[src/hdl/usfc_pkg.sv]
// ----------------------------------------------------------------------------
// usfc_pkg
// Shared types, constants and the CRC-32/MPEG-2 byte update for the
// update-section framer.
// ----------------------------------------------------------------------------
`default_nettype none

package usfc_pkg;

    localparam logic [31:0] CRC_POLY  = 32'h04C1_1DB7;
    localparam logic [31:0] CRC_INIT  = 32'hFFFF_FFFF;
    localparam logic [7:0]  SYNC_HI   = 8'h77;
    localparam logic [7:0]  SYNC_LO   = 8'h6B;
    localparam logic [7:0]  PAD_BYTE  = 8'hFF;
    localparam logic [15:0] INFO_LEN  = 16'd24;
    localparam logic [15:0] OVERHEAD  = 16'd12;
    localparam int          JOB_DEPTH = 4;

    typedef enum logic [1:0] {
        CMD_START   = 2'd0,
        CMD_PAYLOAD = 2'd1,
        CMD_FILL    = 2'd2,
        CMD_INFO    = 2'd3
    } t_cmd;

    typedef enum logic [1:0] {
        REG_TOTAL = 2'd0,
        REG_CHIP  = 2'd1,
        REG_HW    = 2'd2,
        REG_SW    = 2'd3
    } t_cfg_idx;

    typedef enum logic [2:0] {
        JOB_HDR   = 3'd0,
        JOB_PAY   = 3'd1,
        JOB_FILL  = 3'd2,
        JOB_INFO  = 3'd3,
        JOB_FAULT = 3'd4
    } t_job_kind;

    typedef struct packed {
        t_job_kind   kind;
        logic        trail;    // append the CRC trailer after this job
        logic [7:0]  data;
        logic [15:0] num;
        logic [15:0] len;
    } t_job;

    typedef struct packed {
        logic [15:0] total;
        logic [31:0] chip_id;
        logic [31:0] hw_rev;
        logic [31:0] sw_rev;
    } t_cfg;

    // MSB-first CRC-32 update over one byte
    function automatic logic [31:0] crc_byte(input logic [31:0] crc_in,
                                             input logic [7:0]  b);
        logic [31:0] c;
        c = crc_in ^ {b, 24'd0};
        for (int k = 0; k < 8; k++) begin
            if (c[31]) begin
                c = {c[30:0], 1'b0} ^ CRC_POLY;
            end else begin
                c = {c[30:0], 1'b0};
            end
        end
        return c;
    endfunction

endpackage

`default_nettype wire

[src/hdl/usfc_job_fifo.sv]
// ----------------------------------------------------------------------------
// usfc_job_fifo
// Short job queue between the command front end and the byte sequencer.
// ----------------------------------------------------------------------------
`default_nettype none

module usfc_job_fifo
    import usfc_pkg::*;
(
    input  wire  i_clk,
    input  wire  i_rst_n,
    input  wire  i_push,
    input  t_job i_job,
    output logic o_full,
    input  wire  i_pop,
    output t_job o_job,
    output logic o_empty
);

    localparam int AW = $clog2(JOB_DEPTH);

    t_job               r_mem [JOB_DEPTH];
    logic [AW-1:0]      r_wr_ptr;
    logic [AW-1:0]      r_rd_ptr;
    logic [AW:0]        r_count;

    logic               w_push;
    logic               w_pop;

    assign o_full  = (r_count == (AW+1)'(JOB_DEPTH));
    assign o_empty = (r_count == '0);
    assign o_job   = r_mem[r_rd_ptr];
    assign w_push  = i_push && !o_full;
    assign w_pop   = i_pop && !o_empty;

    always_ff @(posedge i_clk) begin
        if (w_push) begin
            r_mem[r_wr_ptr] <= i_job;
        end
    end

    always_ff @(posedge i_clk) begin
        if (!i_rst_n) begin
            r_wr_ptr <= '0;
            r_rd_ptr <= '0;
            r_count  <= '0;
        end else begin
            if (w_push) begin
                r_wr_ptr <= r_wr_ptr + AW'(1);
            end
            if (w_pop) begin
                r_rd_ptr <= r_rd_ptr + AW'(1);
            end
            case ({w_push, w_pop})
                2'b10:   r_count <= r_count + (AW+1)'(1);
                2'b01:   r_count <= r_count - (AW+1)'(1);
                default: r_count <= r_count;
            endcase
        end
    end

endmodule

`default_nettype wire

[src/hdl/usfc_front.sv]
// ----------------------------------------------------------------------------
// usfc_front
// Command front end: tracks section and slot state, turns each word into
// one job for the byte sequencer (or none for an idle fill tick).
// ----------------------------------------------------------------------------
`default_nettype none

module usfc_front
    import usfc_pkg::*;
#(
    parameter int SLOT_BYTES = 900
)(
    input  wire         i_clk,
    input  wire         i_rst_n,
    input  wire         i_accept,
    input  wire  [1:0]  i_command,
    input  wire  [7:0]  i_data_byte,
    input  wire  [15:0] i_sec_num,
    input  wire  [9:0]  i_payload_length,
    output logic        o_push,
    output t_job        o_job
);

    localparam int          SW     = $clog2(SLOT_BYTES + 1);
    localparam logic [16:0] SAT    = 17'(SLOT_BYTES - 12);
    localparam logic [SW-1:0] FULL = SW'(SLOT_BYTES);

    logic          r_open, n_open;
    logic [9:0]    r_left, n_left;
    logic [SW-1:0] r_slot, n_slot;

    logic [9:0]    w_plen;
    logic          w_last_pay;

    // clamp the payload to what fits in the slot
    assign w_plen     = ({7'd0, i_payload_length} > SAT) ? SAT[9:0] : i_payload_length;
    assign w_last_pay = (r_left == 10'd1);

    always_comb begin
        n_open = r_open;
        n_left = r_left;
        n_slot = r_slot;
        o_push = 1'b0;
        o_job  = '{kind: JOB_FILL, trail: 1'b0, data: i_data_byte,
                   num: i_sec_num, len: 16'(w_plen) + OVERHEAD};
        if (i_accept) begin
            case (t_cmd'(i_command))
                CMD_START: begin
                    o_push      = 1'b1;
                    o_job.kind  = JOB_HDR;
                    o_job.trail = (w_plen == 10'd0);
                    n_open      = (w_plen != 10'd0);
                    n_left      = w_plen;
                    n_slot      = (w_plen == 10'd0) ? SW'(12) : SW'(8);
                end
                CMD_PAYLOAD: begin
                    o_push = 1'b1;
                    if (!r_open) begin
                        o_job.kind = JOB_FAULT;
                    end else begin
                        o_job.kind  = JOB_PAY;
                        o_job.trail = w_last_pay;
                        n_left      = r_left - 10'd1;
                        n_open      = !w_last_pay;
                        n_slot      = r_slot + (w_last_pay ? SW'(5) : SW'(1));
                    end
                end
                CMD_FILL: begin
                    if (!r_open && r_slot < FULL) begin
                        o_push     = 1'b1;
                        o_job.kind = JOB_FILL;
                        n_slot     = r_slot + SW'(1);
                    end
                end
                CMD_INFO: begin
                    o_push     = 1'b1;
                    o_job.kind = JOB_INFO;
                    n_open     = 1'b0;
                    n_left     = 10'd0;
                    n_slot     = SW'(24);
                end
                default: begin
                    o_push = 1'b0;
                end
            endcase
        end
    end

    always_ff @(posedge i_clk) begin
        if (!i_rst_n) begin
            r_open <= 1'b0;
            r_left <= 10'd0;
            r_slot <= FULL;
        end else begin
            r_open <= n_open;
            r_left <= n_left;
            r_slot <= n_slot;
        end
    end

endmodule

`default_nettype wire

[src/hdl/usfc_back.sv]
// ----------------------------------------------------------------------------
// usfc_back
// Byte sequencer: expands each job into slot bytes, runs the CRC and
// drives the registered output stream.
// ----------------------------------------------------------------------------
`default_nettype none

module usfc_back
    import usfc_pkg::*;
(
    input  wire         i_clk,
    input  wire         i_rst_n,
    input  t_cfg        i_cfg,
    input  t_job        i_job,
    input  wire         i_empty,
    output logic        o_pop,
    output logic        o_tvalid,
    input  wire         i_tready,
    output logic [7:0]  o_tdata,
    output logic        o_tlast,
    output logic        o_fault
);

    t_job        r_job;
    logic        r_busy;
    logic [4:0]  r_idx;
    logic [31:0] r_crc;
    logic        r_tvalid;
    logic [7:0]  r_tdata;
    logic        r_tlast;
    logic        r_fault;

    logic        w_step;
    logic        w_last;
    logic        w_load;
    logic [4:0]  w_final;
    logic        w_in_trail;
    logic [4:0]  w_tstart;
    logic [4:0]  w_tofs;
    logic [7:0]  w_byte;
    logic        w_upd;
    logic        w_restart;
    logic        w_fault;
    logic [15:0] w_len;
    logic [15:0] w_num;
    logic [31:0] w_word;
    logic [31:0] w_crc_next;

    assign w_step = r_busy && (!r_tvalid || i_tready);
    assign w_last = (r_idx == w_final);
    assign w_load = !r_busy || (w_step && w_last);
    assign o_pop  = w_load && !i_empty;

    assign w_len  = (r_job.kind == JOB_INFO) ? INFO_LEN : r_job.len;
    assign w_num  = (r_job.kind == JOB_INFO) ? 16'd0 : r_job.num;
    assign w_tofs = r_idx - w_tstart;

    // info section words sit at bytes 8..19
    always_comb begin
        case (r_idx[4:2])
            3'd2:    w_word = i_cfg.chip_id;
            3'd3:    w_word = i_cfg.hw_rev;
            default: w_word = i_cfg.sw_rev;
        endcase
    end

    always_comb begin
        case (r_job.kind)
            JOB_HDR: begin
                w_final  = r_job.trail ? 5'd11 : 5'd7;
                w_tstart = 5'd8;
            end
            JOB_PAY: begin
                w_final  = r_job.trail ? 5'd4 : 5'd0;
                w_tstart = 5'd1;
            end
            JOB_INFO: begin
                w_final  = 5'd23;
                w_tstart = 5'd20;
            end
            default: begin
                w_final  = 5'd0;
                w_tstart = 5'd1;
            end
        endcase
    end

    assign w_in_trail = (r_job.kind == JOB_HDR || r_job.kind == JOB_PAY ||
                         r_job.kind == JOB_INFO) && (r_idx >= w_tstart);

    always_comb begin
        w_byte    = 8'd0;
        w_upd     = 1'b0;
        w_restart = 1'b0;
        w_fault   = 1'b0;
        if (w_in_trail) begin
            case (w_tofs[1:0])
                2'd0:    w_byte = r_crc[31:24];
                2'd1:    w_byte = r_crc[23:16];
                2'd2:    w_byte = r_crc[15:8];
                default: w_byte = r_crc[7:0];
            endcase
        end else begin
            case (r_job.kind)
                JOB_HDR, JOB_INFO: begin
                    case (r_idx)
                        5'd0: begin
                            w_byte    = SYNC_HI;
                            w_restart = 1'b1;
                        end
                        5'd1:    w_byte = SYNC_LO;
                        5'd2:    w_byte = w_len[15:8];
                        5'd3:    w_byte = w_len[7:0];
                        5'd4:    w_byte = w_num[15:8];
                        5'd5:    w_byte = w_num[7:0];
                        5'd6:    w_byte = i_cfg.total[15:8];
                        5'd7:    w_byte = i_cfg.total[7:0];
                        default: begin
                            case (r_idx[1:0])
                                2'd0:    w_byte = w_word[31:24];
                                2'd1:    w_byte = w_word[23:16];
                                2'd2:    w_byte = w_word[15:8];
                                default: w_byte = w_word[7:0];
                            endcase
                        end
                    endcase
                    w_upd = (r_idx >= 5'd4);
                end
                JOB_PAY: begin
                    w_byte = r_job.data;
                    w_upd  = 1'b1;
                end
                JOB_FILL: begin
                    w_byte = PAD_BYTE;
                end
                JOB_FAULT: begin
                    w_fault = 1'b1;
                end
                default: begin
                    w_byte = 8'd0;
                end
            endcase
        end
    end

    assign w_crc_next = crc_byte(r_crc, w_byte);

    always_ff @(posedge i_clk) begin
        if (!i_rst_n) begin
            r_busy   <= 1'b0;
            r_idx    <= 5'd0;
            r_crc    <= CRC_INIT;
            r_tvalid <= 1'b0;
        end else begin
            if (w_load) begin
                r_busy <= !i_empty;
                r_idx  <= 5'd0;
            end else if (w_step) begin
                r_idx  <= r_idx + 5'd1;
            end
            if (w_step) begin
                if (w_restart) begin
                    r_crc <= CRC_INIT;
                end else if (w_upd) begin
                    r_crc <= w_crc_next;
                end
                r_tvalid <= 1'b1;
            end else if (i_tready) begin
                r_tvalid <= 1'b0;
            end
        end
    end

    always_ff @(posedge i_clk) begin
        if (w_load && !i_empty) begin
            r_job <= i_job;
        end
        if (w_step) begin
            r_tdata <= w_byte;
            r_tlast <= w_last;
            r_fault <= w_fault;
        end
    end

    assign o_tvalid = r_tvalid;
    assign o_tdata  = r_tdata;
    assign o_tlast  = r_tlast;
    assign o_fault  = r_fault;

endmodule

`default_nettype wire

[src/hdl/update_section_framer_crc32_unit.sv]
// ----------------------------------------------------------------------------
// update_section_framer_crc32_unit
// Frames update sections into fixed slots with a CRC-32/MPEG-2 trailer.
// ----------------------------------------------------------------------------
// Throughput: one byte per cycle out of the sequencer while the output is not stalled;
//   a payload or fill word yields 1 byte, a start 8 (12 with empty payload), a last payload 5, info 24.
// A four-entry job queue lets input words keep arriving while bytes drain.
// Reset (synchronous, active low): slot full, no section open, CRC all ones,
//   total_sections 0, chip id and both revision registers 1, queue and output empty.
`default_nettype none

module update_section_framer_crc32_unit
    import usfc_pkg::*;
#(
    parameter int SLOT_BYTES = 900
)(
    input  wire         i_clk,
    input  wire         i_rst_n,
    // configuration
    input  wire         i_cfg_we,
    input  wire  [1:0]  i_cfg_index,
    input  wire  [31:0] i_cfg_data,
    // command stream
    input  wire         i_s_axis_tvalid,
    output logic        o_s_axis_tready,
    input  wire  [39:0] i_s_axis_tdata,   // data_byte[7:0], sec_num[23:8],
                                          // payload_length[33:24], zero[39:34]
    input  wire  [1:0]  i_s_axis_tuser,   // command[1:0]
    // slot byte stream
    output logic        o_m_axis_tvalid,
    input  wire         i_m_axis_tready,
    output logic [7:0]  o_m_axis_tdata,   // out_byte[7:0]
    output logic        o_m_axis_tlast,   // run_last
    output logic        o_m_axis_tuser    // fault[0]
);

    t_cfg r_cfg;
    t_job w_job_in;
    t_job w_job_out;
    logic w_push;
    logic w_pop;
    logic w_full;
    logic w_empty;
    logic w_accept;

    assign o_s_axis_tready = !w_full;
    assign w_accept        = i_s_axis_tvalid && !w_full;

    always_ff @(posedge i_clk) begin
        if (!i_rst_n) begin
            r_cfg.total   <= 16'd0;
            r_cfg.chip_id <= 32'd1;
            r_cfg.hw_rev  <= 32'd1;
            r_cfg.sw_rev  <= 32'd1;
        end else if (i_cfg_we) begin
            case (t_cfg_idx'(i_cfg_index))
                REG_TOTAL: r_cfg.total   <= i_cfg_data[15:0];
                REG_CHIP:  r_cfg.chip_id <= i_cfg_data;
                REG_HW:    r_cfg.hw_rev  <= i_cfg_data;
                REG_SW:    r_cfg.sw_rev  <= i_cfg_data;
                default:   r_cfg         <= r_cfg;
            endcase
        end
    end

    usfc_front #(
        .SLOT_BYTES (SLOT_BYTES)
    ) u_front (
        .i_clk            (i_clk),
        .i_rst_n          (i_rst_n),
        .i_accept         (w_accept),
        .i_command        (i_s_axis_tuser),
        .i_data_byte      (i_s_axis_tdata[7:0]),
        .i_sec_num        (i_s_axis_tdata[23:8]),
        .i_payload_length (i_s_axis_tdata[33:24]),
        .o_push           (w_push),
        .o_job            (w_job_in)
    );

    usfc_job_fifo u_fifo (
        .i_clk   (i_clk),
        .i_rst_n (i_rst_n),
        .i_push  (w_push),
        .i_job   (w_job_in),
        .o_full  (w_full),
        .i_pop   (w_pop),
        .o_job   (w_job_out),
        .o_empty (w_empty)
    );

    usfc_back u_back (
        .i_clk    (i_clk),
        .i_rst_n  (i_rst_n),
        .i_cfg    (r_cfg),
        .i_job    (w_job_out),
        .i_empty  (w_empty),
        .o_pop    (w_pop),
        .o_tvalid (o_m_axis_tvalid),
        .i_tready (i_m_axis_tready),
        .o_tdata  (o_m_axis_tdata),
        .o_tlast  (o_m_axis_tlast),
        .o_fault  (o_m_axis_tuser)
    );

endmodule

`default_nettype wire
[config.mk]
export PLATFORM = sky130hd
export DESIGN_NAME = update_section_framer_crc32_unit
export DESIGN_NICKNAME = d
export VERILOG_FILES = /design/src/hdl/usfc_pkg.sv /design/src/hdl/usfc_job_fifo.sv /design/src/hdl/usfc_front.sv /design/src/hdl/usfc_back.sv /design/src/hdl/update_section_framer_crc32_unit.sv
export SDC_FILE = /design/constraint.sdc
export NUM_CORES = 1
export LEC_CHECK = 0
export ABC_CLOCK_PERIOD_IN_PS = 6700
export BUFFER_PORTS_ARGS = -buffer_cell sky130_fd_sc_hd__buf_4
export CELL_PAD_IN_SITES_DETAIL_PLACEMENT = 0
export CELL_PAD_IN_SITES_GLOBAL_PLACEMENT = 1
export CORE_ASPECT_RATIO = 1.25
export CORE_MARGIN = 1.5
export CORE_UTILIZATION = 40
export CTS_CLUSTER_DIAMETER = 50
export DETAILED_ROUTE_END_ITERATION = 12
export GPL_TIMING_DRIVEN = 0
export PLACE_DENSITY = 0.71
export SYNTH_ARGS = -nofsm -noshare
export SYNTH_HDL_FRONTEND = slang
export SYNTH_SLANG_ARGS = --single-unit
[constraint.sdc]
create_clock -name i_clk -period 6.7 [get_ports i_clk]
set_input_delay 0.335 -clock i_clk [delete_from_list [all_inputs] [get_ports i_clk]]
set_output_delay 0.335 -clock i_clk [all_outputs]
set_load 0.02 [all_outputs]
Yosys cells after proc, flatten, opt, wreduce, memory -nomap -nowiden
Memory sizes are Yosys's and may differ from the RTL's. A register that Yosys moved wholly into a read port is not among the register bits.
Cells that the tools add are included.
- add/sub/neg operators: 10
- $lt $le $gt $ge: 4
- equal/unequal tests: 30
- mux-type cells: 51
- bitwise operators: 10
- reductions and logical operators: 42
- operators by type and width (cell ; count):
    $mux W27 ; 8
    $not A14 Y14 ; 8
    $pmux W8 S3 ; 3
    $mux W32 ; 2
    $pmux W32 S2 ; 1
    $pmux W8 S8 ; 1
    $mux W10 ; 4
    $pmux W10 S4 ; 1
    $mux W16 ; 2
    $xor A32 B32 Y32 ; 1
    $pmux W10 S3 ; 1
    $eq A5 B3 Y1 const B ; 4
    $pmux W5 S3 ; 1
    $eq A2 B2 Y1 const B ; 7
    $mux W1 ; 13
    $eq A3 B2 Y1 const B ; 4
    $mux W3 ; 4
    $pmux W3 S4 ; 1
    $reduce_and A2 Y1 ; 6
    $add A10 B4 Y11 const B ; 1
    $add A10 B1 Y10 const B ; 1
    $add A10 B10 Y10 ; 1
    $eq A10 B1 Y1 const B ; 1
    $eq A2 B1 Y1 const B ; 5
    36 further kinds ; 66
- flip-flop bits (word level): 205
- RAM bits: 156
- input port bits: 81
- output and inout port bits: 12
- logic and storage cells: 166
- memories kept: 1
- memory list (name ; depth ; bits a word ; rd ports ; clocked after memory_dff ; wr ports ; RTL line ; source):
    u_fifo.r_mem ; 4 ; 39 ; 1 ; 1 ; 1 ; usfc_job_fifo.sv:22 ; t_job r_mem [JOB_DEPTH];

Depth between registers and ports, before layout
- depth in word-level cells: 25
- mapped depth: 17
- gate-level depth less buffers: 14

Cells and area by module
Synthesis repeated with hierarchy kept, for this count alone.
- cells, all modules: 1518
- area, all modules: 18945.7 µm²
- by module, submodules not included (module ; times used ; cells each ; area each (µm²) ; seq. area each (µm²)):
    usfc_job_fifo ; 1 ; 284 ; 6886.6 ; 5465.2
    usfc_back ; 1 ; 583 ; 6027.0 ; 2402.3
    update_section_framer_crc32_unit ; 1 ; 404 ; 4144.0 ; 2242.2
    usfc_front ; 1 ; 247 ; 1888.1 ; 420.4

Least setup slack after synthesis
OpenSTA, ideal clock, no wires.
- kind: register to register
- start: register, netlist name u_back.r_job[43]
- end: register u_fifo.r_count[2]
- library setup time: 0.076 ns
- arrival time: 4.882 ns
- required time: 6.624 ns
- setup slack: 1.742 ns
- cell stages (with the launch flop): 14
- path buffers: 1
- clock period less this slack: 4.958 ns
- path through: edfxtp_1 -> clkbuf_1 -> nand3b_1 -> ha_1 -> o21ai_0 -> nor3_1 -> a21oi_1 -> nor2_1 -> ha_1 -> inv_1 -> fa_1 -> xor2_1 -> or3_1 -> a21boi_0
- longest elaborated chain between the ends: 9
- elaborated cells between the ends (all ways): 13
- classes of those cells: eq/ne (5); mux (2); reduce/logical (6)
- RTL lines (element ; RTL line ; source):
    $eq A3 B2 Y1, or another cell as far along ; usfc_back.sv:68 ; case (r_job.kind)
    $pmux W5 S3 * ; usfc_back.sv:68 ;
    $eq A5 B5 Y1 * ; usfc_back.sv:50 ; assign w_last = (r_idx == w_final);
    via u_back.w_last ; usfc_back.sv:34 ; logic w_last;
    $logic_and A1 B1 Y1 * ; usfc_back.sv:51 ; assign w_load = !r_busy || (w_step && w_last);
    $logic_or A1 B1 Y1 * ; usfc_back.sv:51 ;
    $logic_and A1 B1 Y1 * ; usfc_back.sv:52 ; assign o_pop = w_load && !i_empty;
    via u_back.o_pop ; usfc_back.sv:16 ; output logic o_pop,
    $logic_and A1 B1 Y1 * ; usfc_job_fifo.sv:34 ; assign w_pop = i_pop && !o_empty;
    $eq A2 B1 Y1 or $eq A2 B2 Y1 (tied branches) ; usfc_job_fifo.sv:54 ; case ({w_push, w_pop})
    $pmux W3 S2 or $reduce_bool A2 Y1 (tied branches) ; -- ;
    end signal, assigned ; usfc_job_fifo.sv:55 ; 2'b10: r_count <= r_count + (AW+1)'(1);
    end signal, assigned ; usfc_job_fifo.sv:56 ; 2'b01: r_count <= r_count - (AW+1)'(1);
    end signal, assigned ; usfc_job_fifo.sv:57 ; default: r_count <= r_count;
    end, declared ; usfc_job_fifo.sv:25 ; logic [AW:0] r_count;
Mark *: on every way through the listed nets, which the timed path passes. The rest lies on a longest branch.
A chain may end at the register's enable or synchronous reset.

Final worst setup path
- start: register, netlist name u_back.r_job[42]
- end: register u_back.r_crc[16]
- longest elaborated chain between the ends: 19
- elaborated cells between the ends (all ways): 41
- classes of those cells: add/sub (1); order compare (1); eq/ne (5); mux (21); bitwise (5); reduce/logical (8)
- RTL lines (element ; RTL line ; source):
    $eq A3 B2 Y1 or $logic_not A3 Y1 (tied branches) ; -- ;
    $pmux W5 S2 ; usfc_back.sv:68 ;
    $sub A2 B2 Y2 ; usfc_back.sv:56 ; assign w_tofs = r_idx - w_tstart;
    $eq A2 B2 Y1, or another cell as far along ; usfc_back.sv:97 ; case (w_tofs[1:0])
    $pmux W8 S3 ; usfc_back.sv:97 ;
    $mux W8 ; usfc_back.sv:96 ; if (w_in_trail) begin
    $xor A32 B32 Y32 ; usfc_pkg.sv:60 ; c = crc_in ^ {b, 24'd0};
    $mux W27 ; usfc_pkg.sv:62 ; if (c[31]) begin
    $not A14 Y14 (no line) ; -- ;
    $mux W27 ; usfc_pkg.sv:62 ;
    $not A14 Y14 (no line) ; -- ;
    $mux W27 (4 in a row) ; usfc_pkg.sv:62 ;
    $not A14 Y14 (no line) ; -- ;
    $mux W27 ; usfc_pkg.sv:62 ;
    $mux W32 ; usfc_back.sv:164 ; end else if (w_upd) begin
    $mux W32 ; usfc_back.sv:162 ; if (w_restart) begin
    end signal, assigned ; usfc_back.sv:165 ; r_crc <= w_crc_next;
    end, declared ; usfc_back.sv:27 ; logic [31:0] r_crc;
Several ways; a longest one is shown, not always the timed one. The select of a mux whose other input is x is not followed.

==> results.yml <==
grt:
  grt_use_total: 0.203
  grt_pass1_wl_microns: 70500
  grt_max_degree: 38
  grt_overflow_total: 0
  antenna_found_initial: 0
  grt_pass1_vias: 12100
synthesis:
  synth_top_area_share: 0.351
  yosysWarnings: 0
  yosys-top-cells-count: "288 x nand2_1, 205 x edfxtp_1, 179 x dfxtp_1, 113 x a21boi_0, 73 x nor2_1"
  synthTopCellsByArea: "edfxtp_1 35%, dfxtp_1 20%, nand2_1 6.2%"
  ys.flop_type: "edfxtp_1"
  synth-edff-count: 205
  synthesis.area_sq_um: 17500
  syn_avg_cell_area_sq_um: 11.4
  netlist-cell-type-count: 83
  syn_inst: 1533
  synthArstFlopShare: 0
  ys_seq_area_frac: 0.555
  synth_area_leader_cell: "edfxtp_1"
  yosysMostFrequentCell: "nand2_1"
  yosys_register_bits: 384
sta:
  fin_skew_ns: 0.0155
  hold_viol: 0
  fin_setup_tns_ns: 0
  rsz0062_at_grt: "false"
  period_needed_ns: 5.19
  tightest_slew_ns: 1.08
  worst_slack_ns: 1.51
  setup_viol: 0
  relSlewSlack: 0.282
  period_share: 0.774
  max_freq_ghz: 0.193
  maxSlewViolCount: 0
layout:
  layout.nets: 1800
  fill_cells: 3988
  design_area_sq_um: 20700
  regArea_sq_um: 9740
  multi_input_area_sq_um: 7320
  drive_gt1_frac: 0.151
  synthToLayoutAreaGrowth_pct: 17.8
  antenna_cells: 0
power:
  swShare: 0.363
  p_int_w: 0.00645
  pwr-share-seq: 0.313
  power_frac_clock: 0.232
  combinationalPowerShare: 0.455
  pwr_density_cell_nw_per_um2: 490
  irDropWorstVdd_mv: 0.399
  leakage_nw: 6.96
  switchingPower_w: 0.00367
setup_path:
  path_cells: "nor2b_1, buf_2, nor3_2, inv_2, ha_1, xor2_2, mux4_1, o2111ai_1, o31ai_1, a311oi_1, nand3_1, xnor2_2, xnor2_1, xor2_1, o22a_1"
  cp_max_fo: 9
  endpoint_kind: "flip-flop"
  cp.required_ns: 7.15
  criticalPathCategory: "reg2reg"
  r2r_cells: 15
  r2r-start: "u_back.r_job[42]$_DFFE_PP_"
  cpPeakStageDelay_ns: 0.72
  r2r_slack_ns: 1.51
  crit_buf_inv: 2
  cp-start-kind: "flip-flop"
  slowest_stage: "mux4_1"
  reg2reg_to: "u_back.r_crc[16]$_SDFFE_PN1P_"
  crit_start: "u_back.r_job[42]$_DFFE_PP_"
  worstPathArrival_ns: 5.63
  crit_family: "XOR/XNOR gates"
hold_path:
  min_from: "i_cfg_data[0]"
  min_path_type: "in2reg"
  min_to: "r_cfg[32]$_SDFFE_PN1P_"
  min_path_cells: 3
routing:
  wl_met1_microns: 19600
  wl_per_cell_microns: 19.7
  first_pass_iters: 6
  vias: 12100
  viasPerCell: 5.27
  dr_wl_met2_microns: 22900
  drc: 0
  wl_met3_microns: 1780
  final_antenna_net_count: 0
  dr.max_layer_used: "met4"
  finalWirelength_microns: 45200
  drt-initial-drc-count: 695
floorplan:
  core_sq_um: 43200
  die_w_microns: 190
  die_area_sq_um: 45100
  num_rows: 85
  chipHeight_microns: 237
  io_pins: 93
  start_util: 0.406
flow_run:
  max-cap-violations: 0
cts:
  cts_setup_buffers: 0
  cts_root_buf: "clkbuf_16"
  clk_path_buf_depth: 3
  cts.htree.levels: 2
  cts_tree: "yes"
  clock_sinks: 384
  clk_latency_ns: 0.57
  cts_buffers: 44
  clk_pin_slew_ns: 0.06
placed_design:
  place_ws_ns: 1.56
  place_area_sq_um: 19000
  dpl.hpwl_microns: 32200
  port_buffers: 84
  gp_congestion: 0.846
outcome:
  status: "completed"
-- logic make-up (layout without fill, tap and decap cells) --
logic type / count (synthesis) / after routing / share of synthesized area
muxes: 78 / 78 / 0.0790
AOI/OAI and AO/OA: 351 / 351 / 0.142
other: 1 / 4 / 0.000214
buffers and inverters: 118 / 312 / 0.0288
and+or+nand+nor: 494 / 494 / 0.126
adders and majority gates: 24 / 24 / 0.0175
xor gates and xnor gates: 83 / 83 / 0.0516
DFF: 384 / 384 / 0.555
-- power groups by stage --
stage	combinational, W	clock (W)	sequential, W
after floorplan	0.00357	0	0.00321
after global placement	0.00453	0	0.00323
after detailed placement	0.00460	0	0.00322
after CTS	0.00465	0.00240	0.00317
after global routing	0.00496	0.00249	0.00321
final	0.00460	0.00235	0.00317
-- state kept, by name (all words and copies together) (netlist names) --
register         cells
u_front.r_slot      10
u_back.r_crc        32
r_cfg              112
u_fifo.r_rd_ptr      2
u_back.o_tlast       1
u_fifo.r_mem       156
u_front.r_open       1
u_back.r_busy        1
u_back.o_tdata       8
u_front.r_left      10
u_back.r_idx         5
u_back.o_fault       1
u_fifo.r_count       3
u_back.o_tvalid      1
u_fifo.r_wr_ptr      2
u_back.r_job        39
-- worst reg2reg max path, stage by stage, from the launching register on --
cell and delay (ns):
edfxtp_1 0.49, nor2b_1 0.18, buf_2 0.18, nor3_2 0.58, inv_2 0.11, ha_1 0.25
xor2_2 0.59, mux4_1 0.72, o2111ai_1 0.14, o31ai_1 0.10, a311oi_1 0.28, nand3_1 0.37
xnor2_2 0.60, xnor2_1 0.16, xor2_1 0.17, o22a_1 0.17
-- per-layer routing --
metal  GRT usage  vias to the layer above
met5           0                        -
met4      0.0592                        0
met3      0.0266                       58
met2       0.359                      233
met1       0.256                     5919
li1            -                     5887
-- cells in the final DEF (no fill, tap or decap), drive strengths merged, types with 22 or more instances in the layout --
cell type / Yosys / final
a21boi: 114 / 114
o21ai: 48 / 48
nor2b: 22 / 22
nor2: 74 / 74
a21oi: 51 / 51
buf: 26 / 115
mux4: 47 / 47
xnor2: 55 / 55
inv: 26 / 30
mux2i: 27 / 27
nand2: 288 / 288
edfxtp: 205 / 205
o211ai: 23 / 23
dlygate4sd3: 0 / 24
xor2: 26 / 26
ha: 23 / 23
dfxtp: 179 / 179
clkbuf: 66 / 124
-- worst max-delay path by stage --
stage	to	depth (start not counted)
4_1_cts	u_back.r_crc[7]$_SDFFE_PN1P_	17
3_5_place_dp	u_back.r_crc[16]$_SDFFE_PN1P_	15
2_1_floorplan	u_fifo.r_count[2]$_SDFFE_PN0P_	13
5_1_grt	u_back.r_crc[11]$_SDFFE_PN1P_	17
6_report	u_back.r_crc[16]$_SDFFE_PN1P_	15
3_3_place_gp	u_fifo.r_count[2]$_SDFFE_PN0P_	13
-- stage by stage --
stage,std cells,hold WS [ns],utilization,power (W)
finish,2295,0.0414,0.479,0.0101
global route,2295,0.0309,0.479,0.0107
CTS,2295,0.0229,0.479,0.0102
detailed placement,2190,0.457,0.440,0.00782
global placement,2185,0.446,0.438,0.00776
floorplan,1536,0.434,-,0.00678
-- area by class of cell --
cell class | count | share of cell area
flip-flops and latches | 384 | 0.471
inverters | 26 | 0.00472
clock buffers | 58 | 0.0587
well taps | 565 | 0.0342
plain buffers | 92 | 0.0197
repair buffers | 113 | 0.0470
multi-input cells | 1034 | 0.354
clock inverters | 23 | 0.0103
-- what timing repair did --
action                                 4_1_cts  5_1_grt
hold buffers                                24        0
endpoints found under the hold margin       96        0
gates resized for setup                      0        0
Note: power is estimated with default switching activity, not from simulation.
